### src/hdl/motion_mask_bounding_box_assert.svh
// ----------------------------------------------------------------------------
// Motion mask bounding box assertion macros
// Shorthand for the concurrent checks at the end of the top level.
// ----------------------------------------------------------------------------
`ifndef MOTION_MASK_BOUNDING_BOX_ASSERT_SVH
`define MOTION_MASK_BOUNDING_BOX_ASSERT_SVH

// Same-cycle implication, checked out of reset.
`define MMBB_ASSERT_NOW(label, clk, rst_n, ante, cons) \
    label: assert property (@(posedge clk) disable iff (!(rst_n)) (ante) |-> (cons)) \
        else $error("mmbb assertion failed");

// Next-cycle implication, checked out of reset.
`define MMBB_ASSERT_NEXT(label, clk, rst_n, ante, cons) \
    label: assert property (@(posedge clk) disable iff (!(rst_n)) (ante) |=> (cons)) \
        else $error("mmbb assertion failed");

`endif

### src/hdl/mmbb_pkg.sv
// ----------------------------------------------------------------------------
// Motion mask bounding box package
// Shared widths, constants, register indexes and structs.
// ----------------------------------------------------------------------------
package mmbb_pkg;

    localparam int MAX_DIM   = 4096;
    localparam int DIM_W     = $clog2(MAX_DIM);
    localparam int FRAME_W   = DIM_W + 1;
    localparam int MARGIN_W  = 8;
    localparam int PIX_W     = 8;
    localparam int CNT_W     = 23;
    localparam int CFG_IDX_W = 2;

    localparam logic [PIX_W-1:0]    MARK_VALUE = 8'hFF;
    localparam logic [CNT_W-1:0]    CNT_MAX    = {CNT_W{1'b1}};
    localparam logic [FRAME_W-1:0]  DIM_LIMIT  = FRAME_W'(MAX_DIM);

    localparam logic [FRAME_W-1:0]  WIDTH_RST  = FRAME_W'(640);
    localparam logic [FRAME_W-1:0]  HEIGHT_RST = FRAME_W'(480);
    localparam logic [MARGIN_W-1:0] MARGIN_RST = MARGIN_W'(10);

    localparam logic [CFG_IDX_W-1:0] REG_FRAME_WIDTH  = 2'd0;
    localparam logic [CFG_IDX_W-1:0] REG_FRAME_HEIGHT = 2'd1;
    localparam logic [CFG_IDX_W-1:0] REG_BOX_MARGIN   = 2'd2;

    // Current raster position of the pixel in the input register.
    typedef struct packed {
        logic [DIM_W-1:0] col;
        logic [DIM_W-1:0] row;
        logic             sampled;
        logic             last_pix;
    } t_pos;

    // Box and count including the pixel now being retired.
    typedef struct packed {
        logic [DIM_W-1:0] min_col;
        logic [DIM_W-1:0] max_col;
        logic [DIM_W-1:0] min_row;
        logic [DIM_W-1:0] max_row;
        logic [CNT_W-1:0] count;
    } t_box;

    typedef struct packed {
        logic             found;
        logic [DIM_W-1:0] left_col;
        logic [DIM_W-1:0] right_col;
        logic [DIM_W-1:0] low_row;
        logic [DIM_W-1:0] high_row;
        logic [CNT_W-1:0] count;
    } t_result;

    // Last index of a dimension: zero counts as one, above MAX_DIM clamps.
    function automatic logic [DIM_W-1:0] last_index(input logic [FRAME_W-1:0] dim);
        logic [DIM_W-1:0] idx;
        if (dim == '0) begin
            idx = '0;
        end else if (dim > DIM_LIMIT) begin
            idx = {DIM_W{1'b1}};
        end else begin
            idx = DIM_W'(dim - FRAME_W'(1));
        end
        return idx;
    endfunction

endpackage

### src/hdl/motion_mask_bounding_box.sv
// ----------------------------------------------------------------------------
// Motion mask bounding box
// Finds the box around changed pixels of a raster-order motion mask frame.
// ----------------------------------------------------------------------------
// Feed one mask pixel per item in raster order; the block takes one pixel every
// clock while no frame-end pixel waits for the output register. An accepted pixel
// lands in an input register and is retired from there, where the raster counters
// advance and, if the pixel sits on even column and even row and equals 255, the
// box and change count widen. Retiring the last pixel of a frame loads one result
// into the output register, then clears the box and counters for the next frame.
// Every other pixel yields no result. Input ready drops only when a frame-end pixel
// waits for the output register to empty, so a stalled consumer costs no more than
// one held pixel. Frame size and margin must be written by the user through the
// plain write port while idle; the block itself does no check of this. A width or
// height of zero acts as one and sizes above 4096 clamp to 4096.
// ----------------------------------------------------------------------------
module motion_mask_bounding_box (
    input  logic                               i_clk,
    input  logic                               i_rst_n,
    // configuration
    input  logic                               i_cfg_we,
    input  logic [mmbb_pkg::CFG_IDX_W-1:0]     i_cfg_idx,
    input  logic [mmbb_pkg::FRAME_W-1:0]       i_cfg_data,
    // pixel input
    input  logic                               i_in_valid,
    output logic                               o_in_ready,
    input  logic [mmbb_pkg::PIX_W-1:0]         i_mask_pixel,
    // result output
    output logic                               o_out_valid,
    input  logic                               i_out_ready,
    output logic                               o_motion_found,
    output logic [mmbb_pkg::DIM_W-1:0]         o_left_col,
    output logic [mmbb_pkg::DIM_W-1:0]         o_right_col,
    output logic [mmbb_pkg::DIM_W-1:0]         o_low_row,
    output logic [mmbb_pkg::DIM_W-1:0]         o_high_row,
    output logic [mmbb_pkg::CNT_W-1:0]         o_change_count
);

`include "motion_mask_bounding_box_assert.svh"

    // configuration registers
    logic [mmbb_pkg::FRAME_W-1:0]  r_frame_width;
    logic [mmbb_pkg::FRAME_W-1:0]  r_frame_height;
    logic [mmbb_pkg::MARGIN_W-1:0] r_box_margin;

    // input register
    logic                          r_in_valid;
    logic [mmbb_pkg::PIX_W-1:0]    r_pix;

    // output register
    logic                          r_out_valid;
    mmbb_pkg::t_result             r_result;

    logic [mmbb_pkg::DIM_W-1:0]    col_last;
    logic [mmbb_pkg::DIM_W-1:0]    row_last;
    logic                          out_free;
    logic                          advance;
    logic                          hit;
    mmbb_pkg::t_pos                pos;
    mmbb_pkg::t_box                box;
    mmbb_pkg::t_result             result;

    always_ff @(posedge i_clk) begin
        if (!i_rst_n) begin
            r_frame_width  <= mmbb_pkg::WIDTH_RST;
            r_frame_height <= mmbb_pkg::HEIGHT_RST;
            r_box_margin   <= mmbb_pkg::MARGIN_RST;
        end else if (i_cfg_we) begin
            case (i_cfg_idx)
                mmbb_pkg::REG_FRAME_WIDTH:  r_frame_width  <= i_cfg_data;
                mmbb_pkg::REG_FRAME_HEIGHT: r_frame_height <= i_cfg_data;
                mmbb_pkg::REG_BOX_MARGIN:   r_box_margin   <= i_cfg_data[mmbb_pkg::MARGIN_W-1:0];
                default: ;
            endcase
        end
    end

    assign col_last = mmbb_pkg::last_index(r_frame_width);
    assign row_last = mmbb_pkg::last_index(r_frame_height);

    // Retire the held pixel unless it closes a frame and the result slot is busy.
    assign out_free   = ~r_out_valid | i_out_ready;
    assign advance    = r_in_valid & (~pos.last_pix | out_free);
    assign o_in_ready = ~r_in_valid | advance;
    assign hit        = pos.sampled & (r_pix == mmbb_pkg::MARK_VALUE);

    always_ff @(posedge i_clk) begin
        if (!i_rst_n) begin
            r_in_valid <= 1'b0;
        end else if (o_in_ready) begin
            r_in_valid <= i_in_valid;
        end
    end

    always_ff @(posedge i_clk) begin
        if (o_in_ready && i_in_valid) begin
            r_pix <= i_mask_pixel;
        end
    end

    mmbb_raster_ctr u_raster_ctr (
        .i_clk      (i_clk),
        .i_rst_n    (i_rst_n),
        .i_advance  (advance),
        .i_col_last (col_last),
        .i_row_last (row_last),
        .o_pos      (pos)
    );

    mmbb_box_acc u_box_acc (
        .i_clk     (i_clk),
        .i_rst_n   (i_rst_n),
        .i_advance (advance),
        .i_hit     (hit),
        .i_pos     (pos),
        .o_box     (box)
    );

    mmbb_margin u_margin (
        .i_box      (box),
        .i_margin   (r_box_margin),
        .i_col_last (col_last),
        .i_row_last (row_last),
        .o_result   (result)
    );

    // Load the result on the frame's last pixel; drop it once taken.
    always_ff @(posedge i_clk) begin
        if (!i_rst_n) begin
            r_out_valid <= 1'b0;
        end else if (advance && pos.last_pix) begin
            r_out_valid <= 1'b1;
        end else if (i_out_ready) begin
            r_out_valid <= 1'b0;
        end
    end

    always_ff @(posedge i_clk) begin
        if (advance && pos.last_pix) begin
            r_result <= result;
        end
    end

    assign o_out_valid    = r_out_valid;
    assign o_motion_found = r_result.found;
    assign o_left_col     = r_result.left_col;
    assign o_right_col    = r_result.right_col;
    assign o_low_row      = r_result.low_row;
    assign o_high_row     = r_result.high_row;
    assign o_change_count = r_result.count;

    // A frame result never overwrites one that has not been taken.
    `MMBB_ASSERT_NOW(a_no_overwrite, i_clk, i_rst_n, advance && pos.last_pix, out_free)
    // An empty frame reports a zero count, left column and high row.
    `MMBB_ASSERT_NOW(a_empty_zero, i_clk, i_rst_n, o_out_valid && !o_motion_found,
        o_change_count == '0 && o_left_col == '0 && o_high_row == '0)
    // A found box is never inverted.
    `MMBB_ASSERT_NOW(a_box_order, i_clk, i_rst_n, o_out_valid && o_motion_found,
        o_left_col <= o_right_col && o_low_row <= o_high_row && o_change_count != '0)
    // A held pixel that is not a frame end always retires.
    `MMBB_ASSERT_NEXT(a_stream_moves, i_clk, i_rst_n, r_in_valid && !pos.last_pix,
        o_in_ready || $past(advance))

endmodule

### src/hdl/mmbb_raster_ctr.sv
// ----------------------------------------------------------------------------
// Raster counter
// Column and row counters that follow the configured frame size.
// ----------------------------------------------------------------------------
module mmbb_raster_ctr (
    input  logic                           i_clk,
    input  logic                           i_rst_n,
    input  logic                           i_advance,
    input  logic [mmbb_pkg::DIM_W-1:0]     i_col_last,
    input  logic [mmbb_pkg::DIM_W-1:0]     i_row_last,
    output mmbb_pkg::t_pos                 o_pos
);

    logic [mmbb_pkg::DIM_W-1:0] r_col;
    logic [mmbb_pkg::DIM_W-1:0] r_row;
    logic [mmbb_pkg::DIM_W-1:0] n_col;
    logic [mmbb_pkg::DIM_W-1:0] n_row;
    logic                       last_col;
    logic                       last_row;

    // A counter past a shrunken size counts as sitting on the last index.
    assign last_col = (r_col >= i_col_last);
    assign last_row = (r_row >= i_row_last);

    always_comb begin
        n_col = r_col;
        n_row = r_row;
        if (last_col && last_row) begin
            n_col = '0;
            n_row = '0;
        end else if (last_col) begin
            n_col = '0;
            n_row = r_row + mmbb_pkg::DIM_W'(1);
        end else begin
            n_col = r_col + mmbb_pkg::DIM_W'(1);
        end
    end

    always_ff @(posedge i_clk) begin
        if (!i_rst_n) begin
            r_col <= '0;
            r_row <= '0;
        end else if (i_advance) begin
            r_col <= n_col;
            r_row <= n_row;
        end
    end

    assign o_pos.col      = r_col;
    assign o_pos.row      = r_row;
    assign o_pos.sampled  = ~r_col[0] & ~r_row[0];
    assign o_pos.last_pix = last_col & last_row;

endmodule

### src/hdl/mmbb_box_acc.sv
// ----------------------------------------------------------------------------
// Box accumulator
// Min/max column and row of marked sampled pixels plus a saturating count.
// ----------------------------------------------------------------------------
module mmbb_box_acc (
    input  logic                       i_clk,
    input  logic                       i_rst_n,
    input  logic                       i_advance,
    input  logic                       i_hit,
    input  mmbb_pkg::t_pos             i_pos,
    output mmbb_pkg::t_box             o_box
);

    mmbb_pkg::t_box r_box;
    mmbb_pkg::t_box n_box;

    // Empty box sits at min all ones and max zero, so the first hit needs no special case.
    always_comb begin
        n_box = r_box;
        if (i_hit) begin
            if (i_pos.col < r_box.min_col) n_box.min_col = i_pos.col;
            if (i_pos.col > r_box.max_col) n_box.max_col = i_pos.col;
            if (i_pos.row < r_box.min_row) n_box.min_row = i_pos.row;
            if (i_pos.row > r_box.max_row) n_box.max_row = i_pos.row;
            if (r_box.count != mmbb_pkg::CNT_MAX) begin
                n_box.count = r_box.count + mmbb_pkg::CNT_W'(1);
            end
        end
    end

    always_ff @(posedge i_clk) begin
        if (!i_rst_n) begin
            r_box.min_col <= '1;
            r_box.max_col <= '0;
            r_box.min_row <= '1;
            r_box.max_row <= '0;
            r_box.count   <= '0;
        end else if (i_advance) begin
            if (i_pos.last_pix) begin
                r_box.min_col <= '1;
                r_box.max_col <= '0;
                r_box.min_row <= '1;
                r_box.max_row <= '0;
                r_box.count   <= '0;
            end else begin
                r_box <= n_box;
            end
        end
    end

    assign o_box = n_box;

endmodule

### src/hdl/mmbb_margin.sv
// ----------------------------------------------------------------------------
// Margin stage
// Widen each side of the finished box by the margin where it stays strictly inside the frame.
// ----------------------------------------------------------------------------
module mmbb_margin (
    input  mmbb_pkg::t_box                   i_box,
    input  logic [mmbb_pkg::MARGIN_W-1:0]    i_margin,
    input  logic [mmbb_pkg::DIM_W-1:0]       i_col_last,
    input  logic [mmbb_pkg::DIM_W-1:0]       i_row_last,
    output mmbb_pkg::t_result                o_result
);

    logic [mmbb_pkg::DIM_W-1:0] margin;
    logic [mmbb_pkg::DIM_W:0]   right_sum;
    logic [mmbb_pkg::DIM_W:0]   high_sum;
    logic                       found;

    assign margin    = mmbb_pkg::DIM_W'(i_margin);
    assign right_sum = {1'b0, i_box.max_col} + {1'b0, margin};
    assign high_sum  = {1'b0, i_box.max_row} + {1'b0, margin};
    assign found     = (i_box.count != '0);

    always_comb begin
        o_result = '0;
        if (found) begin
            o_result.found     = 1'b1;
            o_result.count     = i_box.count;
            o_result.left_col  = (i_box.min_col > margin) ? i_box.min_col - margin
                                                          : i_box.min_col;
            o_result.low_row   = (i_box.min_row > margin) ? i_box.min_row - margin
                                                          : i_box.min_row;
            o_result.right_col = (right_sum < {1'b0, i_col_last})
                               ? right_sum[mmbb_pkg::DIM_W-1:0] : i_box.max_col;
            o_result.high_row  = (high_sum < {1'b0, i_row_last})
                               ? high_sum[mmbb_pkg::DIM_W-1:0] : i_box.max_row;
        end
    end

endmodule
### config.mk
export PLATFORM = sky130hd
export DESIGN_NAME = motion_mask_bounding_box
export DESIGN_NICKNAME = d
export VERILOG_FILES = /design/src/hdl/mmbb_pkg.sv /design/src/hdl/motion_mask_bounding_box.sv /design/src/hdl/mmbb_raster_ctr.sv /design/src/hdl/mmbb_box_acc.sv /design/src/hdl/mmbb_margin.sv
export VERILOG_INCLUDE_DIRS = /design/src /design/src/hdl
export SDC_FILE = /design/constraint.sdc
export NUM_CORES = 1
export LEC_CHECK = 0
export ABC_AREA = 1
export BUFFER_PORTS_ARGS = -buffer_cell sky130_fd_sc_hd__buf_2
export CAP_MARGIN = 20
export CORE_MARGIN = 2
export CORE_UTILIZATION = 50
export DETAILED_ROUTE_END_ITERATION = 10
export GPL_TIMING_DRIVEN = 0
export PLACE_DENSITY = 0.79
export RECOVER_POWER = 50
export SLEW_MARGIN = 0
export SYNTH_ARGS = -nofsm -noshare
export SYNTH_HDL_FRONTEND = slang
export SYNTH_HIERARCHICAL = 1
export SYNTH_SLANG_ARGS = --single-unit
### constraint.sdc
create_clock -name i_clk -period 5.15 [get_ports i_clk]
set_clock_uncertainty 0.15 [all_clocks]
set_input_delay 0.515 -clock i_clk [delete_from_list [all_inputs] [get_ports i_clk]]
set_output_delay 0.515 -clock i_clk [all_outputs]
set_load 0.01 [all_outputs]
# --- Word level (Yosys, flattened, before mapping) ---
# Cells that the tools add are included.
# W data, S select, Z words.
totals:
  ff_bits: 211
  in_bits: 28
  elab_cells: 91
  output_inout_bits: 74
classes:
  muxes: 22
  eq_ne: 4
  n_reduce_logical: 13
  bitwise: 12
  n_addsub: 9
  order_cmp: 12
op_table:
  columns: ["cell", "count"]
  rows:
  - ["$mux W12", 16]
  - ["$mux W71", 2]
  - ["$mux W72", 1]
  - ["$add A12 B8 Y13", 2]
  - ["$gt A13 B13 Y1 const B", 2]
  - ["$logic_not A13 Y1", 2]
  - ["$lt A13 B12 Y1", 2]
  - ["$add A12 B1 Y12 const B", 2]
  - ["$ge A12 B12 Y1", 2]
  - ["$gt A12 B12 Y1", 2]
  - ["$gt A12 B8 Y1", 2]
  - ["$lt A12 B12 Y1", 2]
  - ["$sub A12 B1 Y12 const B", 2]
  - ["$sub A12 B8 Y12", 2]
  - ["$add A23 B1 Y23 const B", 1]
  - ["$mux W23", 1]
  - ["$ne A23 B23 Y1 const B", 1]
  - ["$reduce_bool A23 Y1", 1]
  - ["$eq A8 B8 Y1 const B", 1]
  - ["$reduce_and A2 Y1", 4]
  - ["$not A1 Y1", 5]
  - ["$and A1 B1 Y1", 4]
  - ["$reduce_bool A2 Y1", 2]
  - ["$logic_and A1 B1 Y1", 3]
  - ["other kinds (5)", 8]

# --- Depth between registers and ports, before layout ---
# Gate-level depths: netlist of run 1.
logic_depth:
  word_depth: 10
  ltp_mapped: 34
  depth_no_buf: 32

# --- Modules after synthesis ---
# The synthesis of run 1 kept the hierarchy.
modules_own_cells:
  columns: ["mod", "cells_each", "area_each_um2", "seq_area_each_um2", "instances"]
  rows:
  - ["mmbb_box_acc", 908, 5734.2, 1421.4, 1]
  - ["motion_mask_bounding_box", 413, 4559.4, 3123.0, 1]
  - ["mmbb_margin", 688, 3564.7, 0.0, 1]
  - ["mmbb_raster_ctr", 289, 1850.5, 480.5, 1]

# --- Worst setup path before layout of run 1 ---
# OpenSTA, ideal clock, no wires.
synth_path:
  path_type: "reg-to-reg"
  from: "register r_frame_width[0] (netlist name)"
  to: "register r_result (netlist bit o_change_count[0]), enable pin"
  arrival_time_ns: 3.962
  n_path_buf: 1
  stages_incl_launch_ff: 26
  slack_ns: 0.612
  setup_ns: 0.426
  period_less_slack_ns: 4.538
  required_time_ns: 4.574
  cell_sequence: "dfxtp_1 > inv_1 > ha_1 > nand2_1 > nor2_2 > nand2_2 > nand2_4 > inv_2 > nor2_1 > nor2_1 > inv_1 > ha_1 > nand2_1 > nand2_1 > nand2_1 > nand3_1 > nor2_1 > nand2_1 > buf_2 > nand2_1 > inv_1 > nand3_1 > nand2_1 > inv_1 > nand2_1 > inv_1"
synth_lines:
  columns: ["element", "line_no", "rtl"]
  rows:
  - ["start, declared", "motion_mask_bounding_box.sv:42", "logic [mmbb_pkg::FRAME_W-1:0] r_frame_width;"]
  - ["start signal, assigned", "motion_mask_bounding_box.sv:65", "r_frame_width <= mmbb_pkg::WIDTH_RST;"]
  - ["start signal, assigned", "motion_mask_bounding_box.sv:70", "mmbb_pkg::REG_FRAME_WIDTH: r_frame_width <= i_cfg_data;"]
  - ["end signal, assigned", "motion_mask_bounding_box.sv:140", "r_result <= result;"]
  - ["end, declared", "motion_mask_bounding_box.sv:52", "mmbb_pkg::t_result r_result;"]

==> results of run 1 <==
metrics by stage:
step | hold slack [ns] | power, W | instance area (sq um)
6_report | 0.02639 | 0.004163 | 17600
2_1_floorplan | 0.2953 | 0.002186 | 15710
3_5_place_dp | 0.3087 | 0.002329 | 16740
5_1_grt | 0.01520 | 0.004346 | 17600
3_3_place_gp | 0.3025 | 0.002311 | 16710
4_1_cts | 0.002267 | 0.004191 | 17690
path summary, 6_finish.rpt:
path | depth (start not counted) | slack (ns) | endpoint | from
worst min-delay path | 1 | 0.03 | r_pix[4] | i_mask_pixel[4]
worst max-delay path | 30 | 0.34 | u_box_acc/r_box[3] | r_frame_width[0]
worst max register to register | 30 | 0.34 | u_box_acc/r_box[3] | r_frame_width[0]
worst min register to register | 2 | 0.32 | u_box_acc/r_box[32] | u_box_acc/r_box[32]
cell usage after synthesis, drive strengths merged:
master / n
nand2: 630
inv: 348
nor2: 240
nand3: 231
a21oi: 162
dfxtp: 131
ha: 131
edfxtp: 80
o21ai: 60
clkbuf: 52
nand4: 38
xor2: 38
buf: 37
nor3: 30
and2: 29
xnor2: 16
o211ai: 11
nand3b: 8
o21bai: 6
or2: 6
fa: 4
nor4: 3
a211oi: 2
o21a: 2
a21o: 1
clkinv: 1
o22ai: 1
cells by family after synthesis:
family | Yosys count | synth area share, %
xor+xnor | 54 | 3.106
simple gates | 1215 | 34.46
compound gates | 245 | 8.315
flops | 211 | 31.99
buf+inv | 438 | 11.19
fa+ha+maj | 135 | 10.94
routing by layer:
metal  vias to the layer above  global-route usage (%)  share of wire [%]  routed length [um]
met5                         -                       0                  0                   0
met4                         0                   8.846                2.9                1246
met3                        98                   3.205                7.5                3237
met2                       585                   42.94                 46               19810
met1                      7005                   34.31                 43               18690
li1                       7648                       -                  -                   -
power groups by stage:
| stage | Combinational [W] | Sequential, W | Clock (W) |
|---|---|---|---|
| detailed placement | 0.000502 | 0.00183 | 0 |
| floorplan | 0.000372 | 0.00181 | 0 |
| global route | 0.000591 | 0.00179 | 0.00196 |
| global placement | 0.000485 | 0.00183 | 0 |
| finish | 0.000519 | 0.00179 | 0.00185 |
| CTS | 0.000510 | 0.00179 | 0.00189 |
worst reg2reg max path, delay by kind of cell (launching register included):
family,cells,cell delay [ns]
buf+inv,10,1.92
simple gates,17,1.68
fa+ha+maj,2,0.53
flops,1,0.33
compound gates,1,0.06
what timing repair did:
item / CTS / global route
hold buffers: 7 / 0
gates resized for setup: 0 / 39
hold endpoints to repair: 7 / 0
setup buffers: 0 / 2
endpoints found under the setup margin: 0 / 64
layout make-up:
class	instances	area [sq um]	share of cell area, %
inverter	349	1314	7.464
tap	396	495.5	2.815
sequential	211	5041	28.64
multi-input combinational	1649	8901	50.57
timing repair buffer	112	535.5	3.043
clock buffer	39	803.3	4.564
buffer	89	436.7	2.481
clock inverter	9	73.82	0.4194
state kept, by name, summed over array words and instances, names as in the netlist, 8 cells and up:
register and flops:
r_box_margin 8, o_left_col 12, o_low_row 12, u_raster_ctr/r_col 12, o_change_count 23, u_box_acc/r_box 71, r_pix 8, u_raster_ctr/r_row 12
o_right_col 12, r_frame_width 13, r_frame_height 13, o_high_row 12
==> results.sh, run 1 <==
export IMPL_first_pass_grt_wire_length_um=69440
export IMPL_detailedPlace_worstSlack_ns=0.1608
export IMPL_clk_insertion_delay_late_ns=0.54
export IMPL_hold_violations=0
export IMPL_numPlacedInstances=2796
export IMPL_cp_slowest_cell="dfxtp_1"
export IMPL_layout_nets=2601
export IMPL_critical_path_max_stage_delay_ns=0.33
export IMPL_first_global_vias=14072
export IMPL_synth_seq_area_share_pct=31.99
export IMPL_dieWidth_um=181.3
export IMPL_cp_max_fo=10
export IMPL_critPathMostFrequentCell="nand2_1"
export IMPL_cts_num_sinks=211
export IMPL_drt_first_pass_iters=5
export IMPL_postSynthCellCount=2298
export IMPL_slew_limit_headroom_pct=51.28
export IMPL_final_cell_count_no_fill=2854
export IMPL_p_leak_nw=8.346
export IMPL_cts_buffer_count=26
export IMPL_synth_nets=2461
export IMPL_crit_path_end_kind="flop"
export IMPL_comb_pwr_share_pct=12.5
export IMPL_area_growth_synth_to_final_pct=12.04
export IMPL_core_area_sq_um=30750
export IMPL_power_internal_w=0.003061
export IMPL_first_iter_violations=1377
export IMPL_pwr_density_cell_nw_per_um2=236.5
export IMPL_io_buffer_count=101
export IMPL_grt_start_max_net_pins=44
export IMPL_crit_arrival_ns=5.04
export IMPL_pwr_share_seq_pct=43.1
export IMPL_final_common_cell="nand2_1"
export IMPL_die_area_sq_um=32850
export IMPL_max_cap_viol_count=0
export IMPL_min_delay_path_class="in2reg"
export IMPL_critical_path_required_ns=5.38
export IMPL_io_pin_count=102
export IMPL_worst_slack_ns=0.3354
export IMPL_synth_distinct_cells=47
export IMPL_upper_clock_frequency_limit_mhz=207.7
export IMPL_insertedDiodeCount=0
export IMPL_startpoint_type="flop"
export IMPL_crit_buf_inv=10
export IMPL_cts_tree="done"
export IMPL_netlist_top_cells_area="dfxtp_1 17%, edfxtp_1 15%, nand2_1 15%"
export IMPL_synthesized_flop_and_latch_total=211
export IMPL_die_height_um=181.3
export IMPL_report_final_setup_viol=0
export IMPL_final_period_utilization_pct=93.49
export IMPL_post_synth_cell_area_avg_sq_um=6.836
export IMPL_drtAntennaViolNets=0
export IMPL_ratio_of_cells_with_drive_above_1_in_the_final_layout_pct=8.259
export IMPL_synth_top_area_share_pct=16.69
export IMPL_pwr_share_clk_pct=44.5
export IMPL_vdd_ir_drop_max_uv=215.1
export IMPL_cts_htree_levels=1
export IMPL_tightest_slew_ns=0.7309
export IMPL_dp_hpwl_um=32570
export IMPL_outcome="finished, final reports clean"
export IMPL_nFillCells=2885
export IMPL_drv_slew=0
export IMPL_mappedNetlistArea_sq_um=15710
export IMPL_groute_usage_overall_pct=25.69
export IMPL_clock_path_buffers=3
export IMPL_crit_type="reg2reg"
export IMPL_routabilityCongestion=0.9330
export IMPL_clkSlewWorstSetupHoldPaths_ns=0.06
export IMPL_fin_crit_ns=4.815
export IMPL_netlist_top_cell_by_area="dfxtp_1"
export IMPL_antenna_found_initial=0
export IMPL_post_route_drc_count=0
export IMPL_via_density=5.374
export IMPL_final_setup_tns_ns=0
export IMPL_mostFrequentLayoutCells="611 x nand2_1, 338 x inv_1, 220 x nand3_1"
export IMPL_path_delay_family="buffers and inverters"
export IMPL_vias=15336
export IMPL_finalWirelength_um=42980
export IMPL_placementRows=64
export IMPL_power_switching_w=0.001102
export IMPL_route_detailed_wl_per_inst_um=15.06
export IMPL_globalRouteOverflowTotal=0
export IMPL_clk_root_buffer_cell="clkbuf_16"
export IMPL_floorplan_initialDensity_pct=51.09
export IMPL_fin_util_pct=57.24
export IMPL_power_share_switching_pct=26.47
export IMPL_synthesis_yosys_warnings=6
No activity file was read; power rests on OpenSTA's default activity.
==> run 2, diff against run 1 <==
--- a/config.mk
+++ b/config.mk
@@ -13,7 +13,7 @@
 export CORE_UTILIZATION = 50
 export DETAILED_ROUTE_END_ITERATION = 10
 export GPL_TIMING_DRIVEN = 0
-export PLACE_DENSITY = 0.79
+export PLACE_DENSITY_LB_ADDON = 0.2
 export RECOVER_POWER = 50
 export SLEW_MARGIN = 0
 export SYNTH_ARGS = -nofsm -noshare
==> run 2 against run 1 <==
Against the previous run:
- fmax is essentially flat
- worst setup slack gained 0.0039 ns
- clock-buffer cell count decreased by 10
- cell count hardly changed
- non-clock buffer count increased by 1
- die area unchanged
- worst hold slack improved by 0.077 ns
- wire length shrank 1.5%
==> results.sh, run 2 (synthesis gave the netlist of run 1 again) <==
export IMPL_outcome="finished, final reports clean"
export IMPL_critPathMostFrequentCell="nand2_1"
export IMPL_clkSlewWorstSetupHoldPaths_ns=0.07
export IMPL_area_growth_synth_to_final_pct=11.83
export IMPL_final_period_utilization_pct=93.41
export IMPL_largest_register_ffs=71
export IMPL_core_area_sq_um=30750
export IMPL_pwr_density_cell_nw_per_um2=234.9
export IMPL_floorplan_initialDensity_pct=51.09
export IMPL_worst_hold_startpoint="i_cfg_data[8]"
export IMPL_report_final_setup_viol=0
export IMPL_finalWirelength_um=42320
export IMPL_clock_path_buffers=3
export IMPL_first_global_vias=14233
export IMPL_rr_worst_depth=28
export IMPL_max_cap_viol_count=0
export IMPL_pwr_share_seq_pct=43.4
export IMPL_cts_tree="done"
export IMPL_regToRegStartpoint="u_raster_ctr/r_row[0]"
export IMPL_crit_path_end_kind="flop"
export IMPL_detailedPlace_worstSlack_ns=0.1411
export IMPL_insertedDiodeCount=0
export IMPL_critical_path_required_ns=5.34
export IMPL_route_detailed_wl_per_inst_um=14.83
export IMPL_cp_slowest_cell="fa_1"
export IMPL_path_delay_family="simple AND/OR/NAND/NOR gates"
export IMPL_die_area_sq_um=32850
export IMPL_vias=15029
export IMPL_placementRows=64
export IMPL_regToRegEndpoint="o_high_row[4]"
export IMPL_cts_htree_levels=1
export IMPL_clk_root_buffer_cell="clkbuf_16"
export IMPL_hold_violations=0
export IMPL_worst_hold_path_endpoint="r_frame_height[8]"
export IMPL_worst_slack_ns=0.3392
export IMPL_via_density=5.268
export IMPL_drt_first_pass_iters=5
export IMPL_antenna_found_initial=0
export IMPL_routabilityCongestion=0.9266
export IMPL_fin_util_pct=57.13
export IMPL_upper_clock_frequency_limit_mhz=207.9
export IMPL_crit_type="reg2reg"
export IMPL_mostFrequentLayoutCells="612 x nand2_1, 339 x inv_1, 216 x nand3_1"
export IMPL_first_iter_violations=1246
export IMPL_io_buffer_count=101
export IMPL_unrepaired_setup_endpoints_after_global_routing="false"
export IMPL_crit_arrival_ns=5.00
export IMPL_post_layout_total_power_w=0.004127
export IMPL_cts_buffer_count=25
export IMPL_layout_nets=2601
export IMPL_largest_register="u_box_acc/r_box"
export IMPL_critical_path_max_stage_delay_ns=0.41
export IMPL_globalRouteOverflowTotal=0
export IMPL_p_leak_nw=8.323
export IMPL_first_pass_grt_wire_length_um=69750
export IMPL_crit_buf_inv=4
export IMPL_io_pin_count=102
export IMPL_cts_num_sinks=211
export IMPL_dieWidth_um=181.3
export IMPL_dp_hpwl_um=32400
export IMPL_tightest_slew_ns=0.7388
export IMPL_slew_limit_headroom_pct=50.75
export IMPL_hold_depth=3
export IMPL_cp_max_fo=10
export IMPL_comb_pwr_share_pct=12.5
export IMPL_fin_crit_ns=4.811
export IMPL_groute_usage_overall_pct=25.75
export IMPL_pwr_share_clk_pct=44.0
export IMPL_startpoint_type="flop"
export IMPL_power_share_switching_pct=26.50
export IMPL_drv_slew=0
export IMPL_grt_start_max_net_pins=45
export IMPL_vdd_ir_drop_max_uv=212.5
export IMPL_min_delay_path_class="in2reg"
export IMPL_ratio_of_cells_with_drive_above_1_in_the_final_layout_pct=8.059
export IMPL_drtAntennaViolNets=0
export IMPL_final_common_cell="nand2_1"
export IMPL_clk_insertion_delay_late_ns=0.54
export IMPL_power_internal_w=0.003033
export IMPL_setup_reg_to_reg_worst_slack_ns=0.34
export IMPL_post_route_drc_count=0
export IMPL_power_switching_w=0.001094
export IMPL_die_height_um=181.3
==> run 2: cell types whose count changed in the layout (fill, tap and decap cells not counted), moves of 3 or more <==
cell,before,now
clkbuf_2,10,6
nand3_1,220,216
nand3_2,11,15
clkbuf_16,29,26
clkinv_2,4,7
nor2_1,212,215
nor2_2,19,16
==> run 2: area by class of cell <==
| type | count | area (sq um) |
|---|---|---|
| fill | 3038 | 13180 |
| multi-input combinational | 1649 | 8895 |
| sequential | 211 | 5042 |
| inverter | 349 | 1310 |
| clock buffer | 29 | 681.9 |
| timing repair buffer | 113 | 528.0 |
| tap | 396 | 495.5 |
| buffer | 89 | 445.4 |
| clock inverter | 17 | 168.9 |
==> run 2: stage by stage <==
step                      hold WS [ns]  setup TNS [ns]  instance area [sq um]  instances
after global placement          0.3026          -55.86                  16710       2795
final                           0.1037               0                  17570       2853
after detailed placement        0.3069               0                  16730       2796
after floorplan                 0.2953               0                  15710       2298
after global routing            0.1108               0                  17570       2853
after CTS                      0.07870               0                  17660       2850
==> run 2: timing repair <==
item | in CTS | in global routing
buffers inserted | 0 | 3
hold buffers | 8 | 0
resized for setup | 0 | 31
endpoints found under the hold margin | 8 | 0
endpoints found under the setup margin | 0 | 67
==> run 2: per-layer routing <==
metal	routed length [um]	GRT usage, %	share of wire [%]
met4	1244	7.902	2.9
met5	0	0	0
met1	19340	34.47	46
met3	2727	3.245	6.4
met2	19010	43.40	45
==> run 2: worst max-delay path by stage <==
stage | from | end | slack, ns | cells past startpoint
finish | u_raster_ctr/r_row[0] | o_high_row[4] | 0.34 | 28
global route | u_raster_ctr/r_row[5] | o_high_row[4] | 0.007 | 28
CTS | r_frame_width[0] | u_box_acc/r_box[57] | 0.08 | 30
detailed placement | r_frame_width[0] | u_box_acc/r_box[57] | 0.14 | 30
global placement | r_frame_width[0] | o_left_col[9] | -0.79 | 25
floorplan | r_frame_width[0] | o_change_count[0] | 0.61 | 25
==> run 2: power by group through the flow <==
stage | combinational, W | clock (W) | sequential, W
after floorplan | 0.000372 | 0 | 0.00181
after global placement | 0.000489 | 0 | 0.00183
after detailed placement | 0.000505 | 0 | 0.00183
after CTS | 0.000514 | 0.00186 | 0.00179
after global routing | 0.000594 | 0.00193 | 0.00179
final | 0.000518 | 0.00182 | 0.00179
==> run 2: worst reg2reg max path: cells and delay by family, from the launching register on <==
kind	cells	cell delay, ns
and+or+nand+nor	18	2.19
adders and majority gates	3	0.94
buffers and inverters	4	0.61
DFF	1	0.38
AOI/OAI and AO/OA	3	0.36
